[src/rse_pkg.sv]
// Package: shared constants, token and status codes, and types for the RPN evaluator.
`default_nettype none

package rse_pkg;

    localparam int STACK_DEPTH = 16;
    localparam int DATA_W      = 32;
    localparam int CNT_W       = $clog2(STACK_DEPTH + 1);
    localparam int FUNC_W      = 3;
    localparam int STATUS_W    = 3;

    // divider retires this many quotient bits per cycle
    localparam int DIV_BITS    = 2;
    localparam int DIV_STEPS   = DATA_W / DIV_BITS;
    localparam int DIV_CNT_W   = $clog2(DIV_STEPS);

    typedef logic [FUNC_W-1:0]   t_func;
    typedef logic [STATUS_W-1:0] t_status;
    typedef logic [DATA_W-1:0]   t_data;
    typedef logic [CNT_W-1:0]    t_count;

    localparam t_func FN_NUM = 3'd0;
    localparam t_func FN_ADD = 3'd1;
    localparam t_func FN_SUB = 3'd2;
    localparam t_func FN_MUL = 3'd3;
    localparam t_func FN_DIV = 3'd4;

    localparam t_status ST_OK       = 3'd0;
    localparam t_status ST_INVALID  = 3'd1;
    localparam t_status ST_EMPTY    = 3'd2;
    localparam t_status ST_DIVZERO  = 3'd3;
    localparam t_status ST_OVERFLOW = 3'd4;

    // per-cell shift control: take the value above (push) or below (pop)
    typedef struct packed {
        logic load_prev;
        logic load_next;
    } t_cell_ctl;

endpackage

`default_nettype wire

[src/rse_ifs.sv]
// Interfaces: token input channel and result output channel.
`default_nettype none

interface rse_tok_if;
    import rse_pkg::*;

    logic               valid;
    logic               ready;
    t_func              func;
    logic signed [31:0] operand_value;
    logic               last_token;

    modport source (output valid, output func, output operand_value, output last_token,
                    input ready);
    modport sink   (input valid, input func, input operand_value, input last_token,
                    output ready);
endinterface

interface rse_res_if;
    import rse_pkg::*;

    logic               valid;
    logic               ready;
    logic signed [31:0] answer;
    t_status            status;

    modport source (output valid, output answer, output status, input ready);
    modport sink   (input valid, input answer, input status, output ready);
endinterface

`default_nettype wire

[src/rse_cell.sv]
// Stack cell: one operand entry, loads from the neighbor above or below.
`default_nettype none

module rse_cell (
    input  wire logic              i_clk,
    input  wire rse_pkg::t_cell_ctl i_ctl,
    input  wire rse_pkg::t_data    i_prev,
    input  wire rse_pkg::t_data    i_next,
    output      rse_pkg::t_data    o_val
);
    import rse_pkg::*;

    t_data r_val;
    t_data n_val;

    always_comb begin
        n_val = r_val;
        if (i_ctl.load_prev) begin
            n_val = i_prev;
        end else if (i_ctl.load_next) begin
            n_val = i_next;
        end
    end

    always_ff @(posedge i_clk) begin
        r_val <= n_val;
    end

    assign o_val = r_val;

endmodule

`default_nettype wire

[src/rse_divider.sv]
// Signed divider: restoring, DIV_BITS quotient bits per cycle, truncates toward zero.
`default_nettype none

module rse_divider (
    input  wire logic           i_clk,
    input  wire logic           i_rst_n,
    input  wire logic           i_start,
    input  wire rse_pkg::t_data i_dividend,
    input  wire rse_pkg::t_data i_divisor,
    output      logic           o_done,
    output      rse_pkg::t_data o_quotient
);
    import rse_pkg::*;

    logic                 r_busy;
    logic                 r_done;
    logic [DIV_CNT_W-1:0] r_cnt;
    logic [DATA_W:0]      r_rem;
    t_data                r_quo;
    t_data                r_div;
    logic                 r_neg;

    logic [DATA_W:0]      n_rem;
    t_data                n_quo;
    t_data                w_mag_a;
    t_data                w_mag_b;

    assign w_mag_a = i_dividend[DATA_W-1] ? (~i_dividend + 1'b1) : i_dividend;
    assign w_mag_b = i_divisor[DATA_W-1]  ? (~i_divisor + 1'b1)  : i_divisor;

    always_comb begin
        logic [DATA_W:0] v_rem;
        t_data           v_quo;
        v_rem = r_rem;
        v_quo = r_quo;
        for (int k = 0; k < DIV_BITS; k++) begin
            v_rem = {v_rem[DATA_W-1:0], v_quo[DATA_W-1]};
            v_quo = {v_quo[DATA_W-2:0], 1'b0};
            if (v_rem >= {1'b0, r_div}) begin
                v_rem    = v_rem - {1'b0, r_div};
                v_quo[0] = 1'b1;
            end
        end
        n_rem = v_rem;
        n_quo = v_quo;
    end

    always_ff @(posedge i_clk) begin
        if (!i_rst_n) begin
            r_busy <= 1'b0;
            r_done <= 1'b0;
            r_cnt  <= '0;
        end else begin
            r_done <= r_busy && (r_cnt == DIV_CNT_W'(DIV_STEPS - 1));
            if (i_start) begin
                r_busy <= 1'b1;
                r_cnt  <= '0;
            end else if (r_busy) begin
                r_cnt <= r_cnt + 1'b1;
                if (r_cnt == DIV_CNT_W'(DIV_STEPS - 1)) begin
                    r_busy <= 1'b0;
                end
            end
        end
    end

    always_ff @(posedge i_clk) begin
        if (i_start) begin
            r_rem <= '0;
            r_quo <= w_mag_a;
            r_div <= w_mag_b;
            r_neg <= i_dividend[DATA_W-1] ^ i_divisor[DATA_W-1];
        end else if (r_busy) begin
            r_rem <= n_rem;
            r_quo <= n_quo;
        end
    end

    assign o_done     = r_done;
    // most negative over minus one wraps back to itself here
    assign o_quotient = r_neg ? (~r_quo + 1'b1) : r_quo;

endmodule

`default_nettype wire

[src/rpn_stack_evaluator.sv]
// Top level: RPN token sequencer over a shifting row of stack cells.
// Each token runs IDLE, EXEC, then FIN; add/sub/mul pass through WB, and divide
// waits in DIV, then WB (the divider retires two quotient bits per cycle).
// One token is in flight at a time; a finished result waits in the output
// register while the next token is taken. Reset (synchronous, active low)
// empties the stack and clears the error; cell contents are not cleared.
`default_nettype none

module rpn_stack_evaluator (
    input  wire logic  i_clk,
    input  wire logic  i_rst_n,
    rse_tok_if.sink    i_tok,
    rse_res_if.source  o_res
);
    import rse_pkg::*;

    localparam logic [2:0] S_IDLE = 3'd0;
    localparam logic [2:0] S_EXEC = 3'd1;
    localparam logic [2:0] S_DIV  = 3'd2;
    localparam logic [2:0] S_WB   = 3'd3;
    localparam logic [2:0] S_FIN  = 3'd4;

    logic [2:0] r_state;
    logic [2:0] n_state;
    t_count     r_cnt;
    t_count     n_cnt;
    t_status    r_err;
    t_status    n_err;
    t_func      r_func;
    t_data      r_val;
    logic       r_last;
    t_data      r_res;
    t_data      n_res;
    logic       r_out_valid;
    logic       n_out_valid;
    t_data      r_answer;
    t_data      n_answer;
    t_status    r_status;
    t_status    n_status;

    t_data      w_cell [STACK_DEPTH];
    t_cell_ctl  w_ctl  [STACK_DEPTH];
    t_data      w_push_data;
    logic       w_push;
    logic       w_wb;
    t_data      w_lhs;
    t_data      w_rhs;
    t_data      w_prod;
    logic       w_div_start;
    logic       w_div_done;
    t_data      w_quot;
    logic       w_accept;

    assign i_tok.ready = (r_state == S_IDLE);
    assign w_accept    = i_tok.valid && i_tok.ready;

    // popping an empty stack gives zero
    assign w_rhs  = (r_cnt != '0) ? w_cell[0] : '0;
    assign w_lhs  = (r_cnt > CNT_W'(1)) ? w_cell[1] : '0;
    assign w_prod = w_lhs * w_rhs;

    always_comb begin
        n_state     = r_state;
        n_cnt       = r_cnt;
        n_err       = r_err;
        n_res       = r_res;
        n_out_valid = r_out_valid && !o_res.ready;
        n_answer    = r_answer;
        n_status    = r_status;
        w_push      = 1'b0;
        w_wb        = 1'b0;
        w_div_start = 1'b0;

        case (r_state)
            S_IDLE: begin
                if (w_accept) begin
                    n_state = S_EXEC;
                end
            end
            S_EXEC: begin
                n_state = S_FIN;
                if (r_err == ST_OK) begin
                    case (r_func)
                        FN_NUM: begin
                            if (r_cnt < CNT_W'(STACK_DEPTH)) begin
                                w_push = 1'b1;
                                n_cnt  = r_cnt + 1'b1;
                            end else begin
                                n_err = ST_OVERFLOW;
                            end
                        end
                        FN_ADD: begin
                            n_res   = w_lhs + w_rhs;
                            n_state = S_WB;
                        end
                        FN_SUB: begin
                            n_res   = w_lhs - w_rhs;
                            n_state = S_WB;
                        end
                        FN_MUL: begin
                            n_res   = w_prod;
                            n_state = S_WB;
                        end
                        FN_DIV: begin
                            if (w_rhs == '0) begin
                                n_err = ST_DIVZERO;
                            end else begin
                                w_div_start = 1'b1;
                                n_state     = S_DIV;
                            end
                        end
                        default: begin
                            n_err = ST_INVALID;
                        end
                    endcase
                end
            end
            S_DIV: begin
                if (w_div_done) begin
                    n_res   = w_quot;
                    n_state = S_WB;
                end
            end
            S_WB: begin
                // two pops and one push: net one entry fewer, at least one left
                w_wb    = 1'b1;
                n_cnt   = (r_cnt > CNT_W'(1)) ? (r_cnt - 1'b1) : CNT_W'(1);
                n_state = S_FIN;
            end
            S_FIN: begin
                if (!r_last) begin
                    n_state = S_IDLE;
                end else if (!r_out_valid || o_res.ready) begin
                    n_out_valid = 1'b1;
                    if (r_err != ST_OK) begin
                        n_status = r_err;
                        n_answer = '0;
                    end else if (r_cnt == '0) begin
                        n_status = ST_EMPTY;
                        n_answer = '0;
                    end else begin
                        n_status = ST_OK;
                        n_answer = w_cell[0];
                    end
                    n_cnt   = '0;
                    n_err   = ST_OK;
                    n_state = S_IDLE;
                end
            end
            default: begin
                n_state = S_IDLE;
            end
        endcase
    end

    assign w_push_data = w_wb ? r_res : r_val;

    always_comb begin
        for (int c = 0; c < STACK_DEPTH; c++) begin
            w_ctl[c].load_prev = w_push || (w_wb && (c == 0));
            w_ctl[c].load_next = w_wb && (c != 0);
        end
    end

    for (genvar g = 0; g < STACK_DEPTH; g++) begin : g_cell
        t_data w_prev;
        t_data w_next;
        if (g == 0) begin : g_top
            assign w_prev = w_push_data;
        end else begin : g_mid
            assign w_prev = w_cell[g-1];
        end
        if (g == STACK_DEPTH - 1) begin : g_bot
            assign w_next = '0;
        end else begin : g_up
            assign w_next = w_cell[g+1];
        end
        rse_cell u_cell (
            .i_clk  (i_clk),
            .i_ctl  (w_ctl[g]),
            .i_prev (w_prev),
            .i_next (w_next),
            .o_val  (w_cell[g])
        );
    end

    rse_divider u_div (
        .i_clk      (i_clk),
        .i_rst_n    (i_rst_n),
        .i_start    (w_div_start),
        .i_dividend (w_lhs),
        .i_divisor  (w_rhs),
        .o_done     (w_div_done),
        .o_quotient (w_quot)
    );

    always_ff @(posedge i_clk) begin
        if (!i_rst_n) begin
            r_state     <= S_IDLE;
            r_cnt       <= '0;
            r_err       <= ST_OK;
            r_out_valid <= 1'b0;
        end else begin
            r_state     <= n_state;
            r_cnt       <= n_cnt;
            r_err       <= n_err;
            r_out_valid <= n_out_valid;
        end
    end

    always_ff @(posedge i_clk) begin
        if (w_accept) begin
            r_func <= i_tok.func;
            r_val  <= t_data'(i_tok.operand_value);
            r_last <= i_tok.last_token;
        end
        r_res    <= n_res;
        r_answer <= n_answer;
        r_status <= n_status;
    end

    assign o_res.valid  = r_out_valid;
    assign o_res.answer = r_answer;
    assign o_res.status = r_status;

endmodule

`default_nettype wire

[src/flat_wrapper.sv]
// flat-port wrapper written by rule: the top's interface ports become plain ports
module rpn_stack_evaluator_flat import rse_pkg::*;
  (i_clk, i_rst_n, i_tok_valid, i_tok_func, i_tok_operand_value, i_tok_last_token, i_tok_ready, o_res_valid, o_res_answer, o_res_status, o_res_ready);
  rse_tok_if i_tok_i ();
  rse_res_if o_res_i ();
  input  wire logic i_clk;
  input  wire logic i_rst_n;
  input wire logic [$bits(i_tok_i.valid)-1:0] i_tok_valid;
  input wire logic [$bits(i_tok_i.func)-1:0] i_tok_func;
  input wire logic [$bits(i_tok_i.operand_value)-1:0] i_tok_operand_value;
  input wire logic [$bits(i_tok_i.last_token)-1:0] i_tok_last_token;
  output wire logic [$bits(i_tok_i.ready)-1:0] i_tok_ready;
  output wire logic [$bits(o_res_i.valid)-1:0] o_res_valid;
  output wire logic [$bits(o_res_i.answer)-1:0] o_res_answer;
  output wire logic [$bits(o_res_i.status)-1:0] o_res_status;
  input wire logic [$bits(o_res_i.ready)-1:0] o_res_ready;
  assign i_tok_i.valid = i_tok_valid;
  assign i_tok_i.func = i_tok_func;
  assign i_tok_i.operand_value = i_tok_operand_value;
  assign i_tok_i.last_token = i_tok_last_token;
  assign i_tok_ready = i_tok_i.ready;
  assign o_res_valid = o_res_i.valid;
  assign o_res_answer = o_res_i.answer;
  assign o_res_status = o_res_i.status;
  assign o_res_i.ready = o_res_ready;
  rpn_stack_evaluator u_core (.i_clk(i_clk), .i_rst_n(i_rst_n), .i_tok(i_tok_i), .o_res(o_res_i));
endmodule
[config.mk]
export PLATFORM = sky130hd
export DESIGN_NAME = rpn_stack_evaluator_flat
export DESIGN_NICKNAME = d
export VERILOG_FILES = /design/src/rse_pkg.sv /design/src/rse_ifs.sv /design/src/rse_cell.sv /design/src/rse_divider.sv /design/src/rpn_stack_evaluator.sv /design/src/flat_wrapper.sv
export SDC_FILE = /design/constraint.sdc
export NUM_CORES = 2
export LEC_CHECK = 0
export ABC_AREA = 1
export BUFFER_PORTS_ARGS = -buffer_cell sky130_fd_sc_hd__buf_2
export CAP_MARGIN = 10
export CORE_MARGIN = 5
export CORE_UTILIZATION = 45
export CTS_CLUSTER_DIAMETER = 60
export DETAILED_ROUTE_END_ITERATION = 8
export SLEW_MARGIN = 20
export SYNTH_ARGS = -nofsm -noshare
export SYNTH_HDL_FRONTEND = slang
export SYNTH_SLANG_ARGS = --single-unit
[constraint.sdc]
create_clock -name i_clk -period 13.3 [get_ports i_clk]
set_input_delay 0.665 -clock i_clk [delete_from_list [all_inputs] [get_ports i_clk]]
set_output_delay 0.665 -clock i_clk [all_outputs]
set_load 0.01 [all_outputs]
After elaboration in Yosys (flattened, before gate mapping). Cells that the tools add are included.

Register bits: 730. Latch bits: 0. Memory bits (writable): 0. ROM bits: 0. Input port bits: 40. Output and inout bits: 37. Logic and storage cells: 186. Memories kept: 0.

Add/subtract/negate cells: 10. $mul: 1. Div/mod/pow operators: 0. $lt $le $gt $ge: 4. Equal/unequal tests: 21. Shifts and indexed selects: 0. Muxes and demuxes: 84. Bitwise operators: 5. Reduce and logical (&&, ||, !) cells: 27.

Operator list (count): two-way mux 32 bit (41); adder 32 x 1 -> 32 bit, second input constant (3); inverter 32 bit (3); case mux 32 bit (3 select lines) (1); subtractor 32 bit (3); greater-or-equal comparator 33 x 32 -> 1 bit (2); case mux 32 bit (2 select lines) (1); two-way mux 3 bit (11); adder 32 bit (1); zero test 32 bit (1); multiplier 32 x 32 -> 32 bit (1); two-way mux 31 bit (1); two-way mux 5 bit (6); two-way mux 1 bit (17); case mux 3 bit (5 select lines) (1); case mux 5 bit (3 select lines) (1); == test 3 x 2 -> 1 bit, second input constant (4); case mux 3 bit (2 select lines) (2); zero test 3 bit (3); case mux 3 bit (3 select lines) (1); inequality test 2 x 1 -> 1 bit, second input constant (4); inequality test 2 bit, second input constant (4); nonzero test 2 bit (4); AND reduction 7 bit (1); 25 further kinds (35).

Longest topological paths before layout.
Depth in word-level cells: 8. Depth in mapped cells: 42. Depth with buffers taken out: 40.

By module. Synthesis repeated with hierarchy kept, for this count alone.

Cell total of the unflattened synthesis: 6969. Area, all modules: 57136.0 um^2.

By module, submodules not included: rpn_stack_evaluator (instances 1, cells each 3015, area each 23565.1 um^2, seq. area each 3333.2 um^2); rse_cell (instances 16, cells each 137, area each 1401.3 um^2, seq. area each 960.9 um^2); rse_divider (instances 1, cells each 1762, area each 11149.4 um^2, seq. area each 2712.6 um^2).

Least setup slack after synthesis. No wires, ideal clock.

Path type: reg2reg. From: register u_core.r_state[2]. To: register u_core.g_cell[0].u_cell.r_val[0], enable pin. Library setup time: 3633 ps. Arrival: 10023 ps. Data required time: 9667 ps. Setup slack: -356 ps. Stages on the path, launching flop included: 11. Buffers on the path: 3. Clock period less this slack: 13656 ps. Cells stage by stage: dfxtp_1 nor2_1 inv_1 nor2_1 inv_1 nor3_1 nand2_1 clkbuf_1 clkbuf_1 buf_1 nand2_1.

RTL lines: from (decl) (RTL line rpn_stack_evaluator.sv:23) `logic [2:0] r_state;`; from (signal assigned) (RTL line rpn_stack_evaluator.sv:204) `r_state <= n_state;`; to (signal assigned) (RTL line rse_cell.sv:26) `r_val <= n_val;`; to (decl) (RTL line rse_cell.sv:13) `t_data r_val;`.

Worst setup path after layout.
From: register u_core.r_cnt[1]. To: register u_core.r_res[29] (data pin).

Cells in the longest elaborated chain, start to end: 6.

RTL lines: from (decl) (RTL line rpn_stack_evaluator.sv:25) `t_count r_cnt;`; from (signal assigned) (RTL line rpn_stack_evaluator.sv:205) `r_cnt <= n_cnt;`; > comparator 5 x 1 -> 1 bit / nonzero test 5 bit (equally long branches) (RTL line rpn_stack_evaluator.sv:59, rpn_stack_evaluator.sv:58); two-way mux 32 bit (on tied branches) (RTL line rpn_stack_evaluator.sv:59, rpn_stack_evaluator.sv:58); multiplier 32 x 32 -> 32 bit, or another cell as far along (RTL line rpn_stack_evaluator.sv:60) `assign w_prod = w_lhs * w_rhs;`; case mux 32 bit (3 select lines) (*) (RTL line rpn_stack_evaluator.sv:83) `case (r_func)`; two-way mux 32 bit (*) (RTL line rpn_stack_evaluator.sv:82) `if (r_err == ST_OK) begin`; case mux 32 bit (2 select lines) (*) (RTL line rpn_stack_evaluator.sv:74) `case (r_state)`; via u_core.n_res[29] (RTL line rpn_stack_evaluator.sv:33) `t_data n_res;`; to (signal assigned) (RTL line rpn_stack_evaluator.sv:217) `r_res <= n_res;`; to (decl) (RTL line rpn_stack_evaluator.sv:32) `t_data r_res;`.

Mark *: on every way through the listed nets, which the timed path passes. The rest lies on a longest branch. The select of a mux whose other input is x is not followed. A chain may end at the register's enable or synchronous reset.

==> qor.yml <==
outcome:
  outcome: "complete, no violations"
drt:
  vias: 40070
  wl_met2_um: 74470
  top_layer_used: "met5"
  wl_per_cell_um: 22.54
  drcViolationCount: 0
  drtAntennaViolNets: 0
  met1_length_um: 68790
  dr.pass1.iters: 6
  viasPerCell: 5.488
  drt_wl_total_um: 164600
  dr_wl_met3_um: 12790
  drt_iter0_drc: 3897
global_routing:
  grt_pass1_wl_um: 247000
  grt_pass1_vias: 40240
  gr-total-overflow: 0
  antenna_found_initial: 3
  grt_max_degree: 209
  grt_usage_pct: 25.74
synth:
  ys_warn_count: 0
  syn_inst: 5600
  synth_area_leaders: "edfxtp_1, fa_1, mux2_2, nand2_1, inv_1"
  syn_avg_cell_area_sq_um: 9.617
  ys_async_sr_fraction_pct: 0
  synth_ff_type: "edfxtp_1"
  synth_edf_count: 680
  ys_types: 63
  syn_nets: 6278
  synth_top_cell_by_area: "edfxtp_1"
  synth_top_area_share_pct: 37.92
  synth_seq_area_share_pct: 39.78
  synth_area_sq_um: 53850
  synth_seq_cells: 730
clocking:
  cts_root_buf: "clkbuf_16"
  cts_setup_buffers: 0
  cts_buffer_depth: 3
  worstSkewPairLatency_ns: 0.71
  numCtsBuffers: 88
  cts_hold_buf: 0
  cts_htree_levels: 3
  cts_tree: "yes"
  cts.sinks: 730
  clk_pin_slew_ns: 0.06
  cts_resized: 0
cells_and_area:
  fin_nets: 6293
  area_delta_synth_final_pct: 9.331
  antenna_cells: 0
  layout-drive-gt1-share_pct: 13.13
  fin_area_sq_um: 58880
  fillers: 11320
sta:
  slew_headroom_pct: 26.33
  drv_slew: 0
  worstMarginPinSlew_ns: 1.105
  setup_violations: 0
  fmax_mhz: 102.2
  setup-tns-final_ns: 0
  rsz0062_at_grt: "no"
  fin_worst_skew_ns: 0.05126
  fin_crit_sh_pct: 73.60
  final-hold-violation-count: 0
  fin_hold_ws_ns: 0.1398
  finalCriticalPeriod_ns: 9.789
setup_path:
  critPathArrivalTime_ns: 10.20
  required_ns: 13.71
  path_class: "flop to flop"
  worstSetupEndpointType: "flop"
  r2r_cells: 31
  slowest_delay_ns: 0.85
  crit_fanout: 17
  cp_slowest_cell: "inv_1"
  crit_path_start_kind: "flop"
  cp_common_cell: "fa_1"
floorplan:
  ios: 77
  rows: 127
  fp.dieH_um: 355.9
  die_area_sq_um: 126700
  core_sq_um: 119300
  die_w_um: 355.9
  start_util_pct: 45.13
placed_design:
  portBuffers: 76
  hpwl_um: 121800
  place_area_sq_um: 56000
  place_congestion: 1.027
run:
  maxCapViolations: 0
worst_hold_path:
  hold_path_class: "input port to flop"
  min_delay_path_depth: 1
worst max-delay path: cells and delay by family, from the launching register on:
| kind | cells | cell delay [ns] |
|---|---|---|
| flip-flops | 1 | 0.42 |
| AND/OR/NAND/NOR | 8 | 1.60 |
| buffers and inverters | 6 | 1.46 |
| AO/OA/AOI/OAI | 7 | 1.54 |
| adder cells (fa/ha/maj) | 10 | 4.44 |
metal layers:
metal	vias up	track usage (%)
li1	18380	-
met1	19780	34.16
met2	1534	40.89
met5	-	0
met4	4	12.04
met3	375	5.037
cells in the final DEF, fill, tap and decap left out, types with 10 or more instances in the layout:
cell type,netlist,layout
nor2_4,5,10
nand3b_1,10,10
o21ai_0,279,279
xor2_1,84,84
inv_1,781,779
nand3_1,224,224
o211ai_1,17,17
a21oi_1,201,201
mux2_2,389,389
nand4_1,28,28
clkbuf_16,0,88
o21bai_1,17,17
o21a_1,11,11
buf_4,6,68
edfxtp_1,680,680
buf_2,17,76
clkbuf_1,176,16
nor4_1,14,14
inv_6,0,10
o21ai_1,26,26
nor3_1,38,35
xnor2_1,52,52
a31oi_1,17,17
clkinv_1,14,35
a21o_1,13,13
ha_1,227,227
fa_1,411,411
dfxtp_1,50,50
nand2_1,1099,1093
or2_2,17,17
nor2_1,594,584
nand2_2,10,14
logic make-up (layout without fill, tap and decap cells):
family          count (synthesis)  in the layout  synth area share [%]
compound gates                623            623                 6.343
xor+xnor                      136            136                 2.212
mux                           389            389                 8.134
simple gates                 2056           2056                 15.66
buf+inv                      1028           1118                 7.323
flops                         730            730                 39.78
fa+ha+maj                     638            638                 20.55
area by class of cell:
| type | instances | area [sq um] | area share (%) |
|---|---|---|---|
| clock buffers | 106 | 2290 | 3.889 |
| clock inverters | 59 | 554.3 | 0.9414 |
| inverters | 805 | 3025 | 5.138 |
| multi-input cells | 3842 | 28600 | 48.58 |
| flip-flops and latches | 730 | 21420 | 36.38 |
| well taps | 1612 | 2017 | 3.426 |
| repair buffers | 148 | 969.7 | 1.647 |
cell usage after synthesis, types with 19 or more instances:
library cell,n
a21oi_1,201
xnor2_1,52
nand4_1,28
xor2_1,84
inv_1,781
o21ai_1,26
ha_1,227
nor3_1,38
dfxtp_1,50
nor2_1,594
edfxtp_1,680
clkbuf_1,176
o21ai_0,279
nand3_1,224
mux2_2,389
nand2_1,1099
buf_1,19
fa_1,411
stage by stage:
| stage | std cells | util (%) | setup slack [ns] |
|---|---|---|---|
| after floorplan | 5600 | - | 4.663 |
| after global placement | 7136 | 46.92 | 3.821 |
| after detailed placement | 7136 | 46.93 | 3.735 |
| after CTS | 7301 | 49.31 | 3.628 |
| after global routing | 7302 | 49.34 | 3.020 |
| final | 7302 | 49.34 | 3.511 |
path summary, 6_finish.rpt:
path,startpoint,endpoint,slack [ns]
worst max register to register,u_core.r_cnt[1],u_core.r_res[29],3.51
worst max-delay path,u_core.r_cnt[1],u_core.r_res[29],3.51
worst min-delay path,i_tok_operand_value[11],u_core.r_val[11],0.14
worst min register to register,u_core.r_err[2],u_core.o_res.status[2],0.47
state kept, by name, summed over array words and instances, names as in the netlist, 3 cells and up:
name	count
u_core.u_div.r_cnt	4
u_core.o_res.status	3
u_core.r_err	3
u_core.r_res	32
u_core.u_div.r_quo	32
u_core.r_state	3
u_core.r_func	3
u_core.r_cnt	5
u_core.u_div.r_div	32
u_core.r_val	32
u_core.o_res.answer	32
u_core.g_cell.u_cell.o_val	512
u_core.u_div.r_rem	32
Power is not shown: default switching activity piles up to over one toggle a cycle in this logic, so the estimate is an artifact.
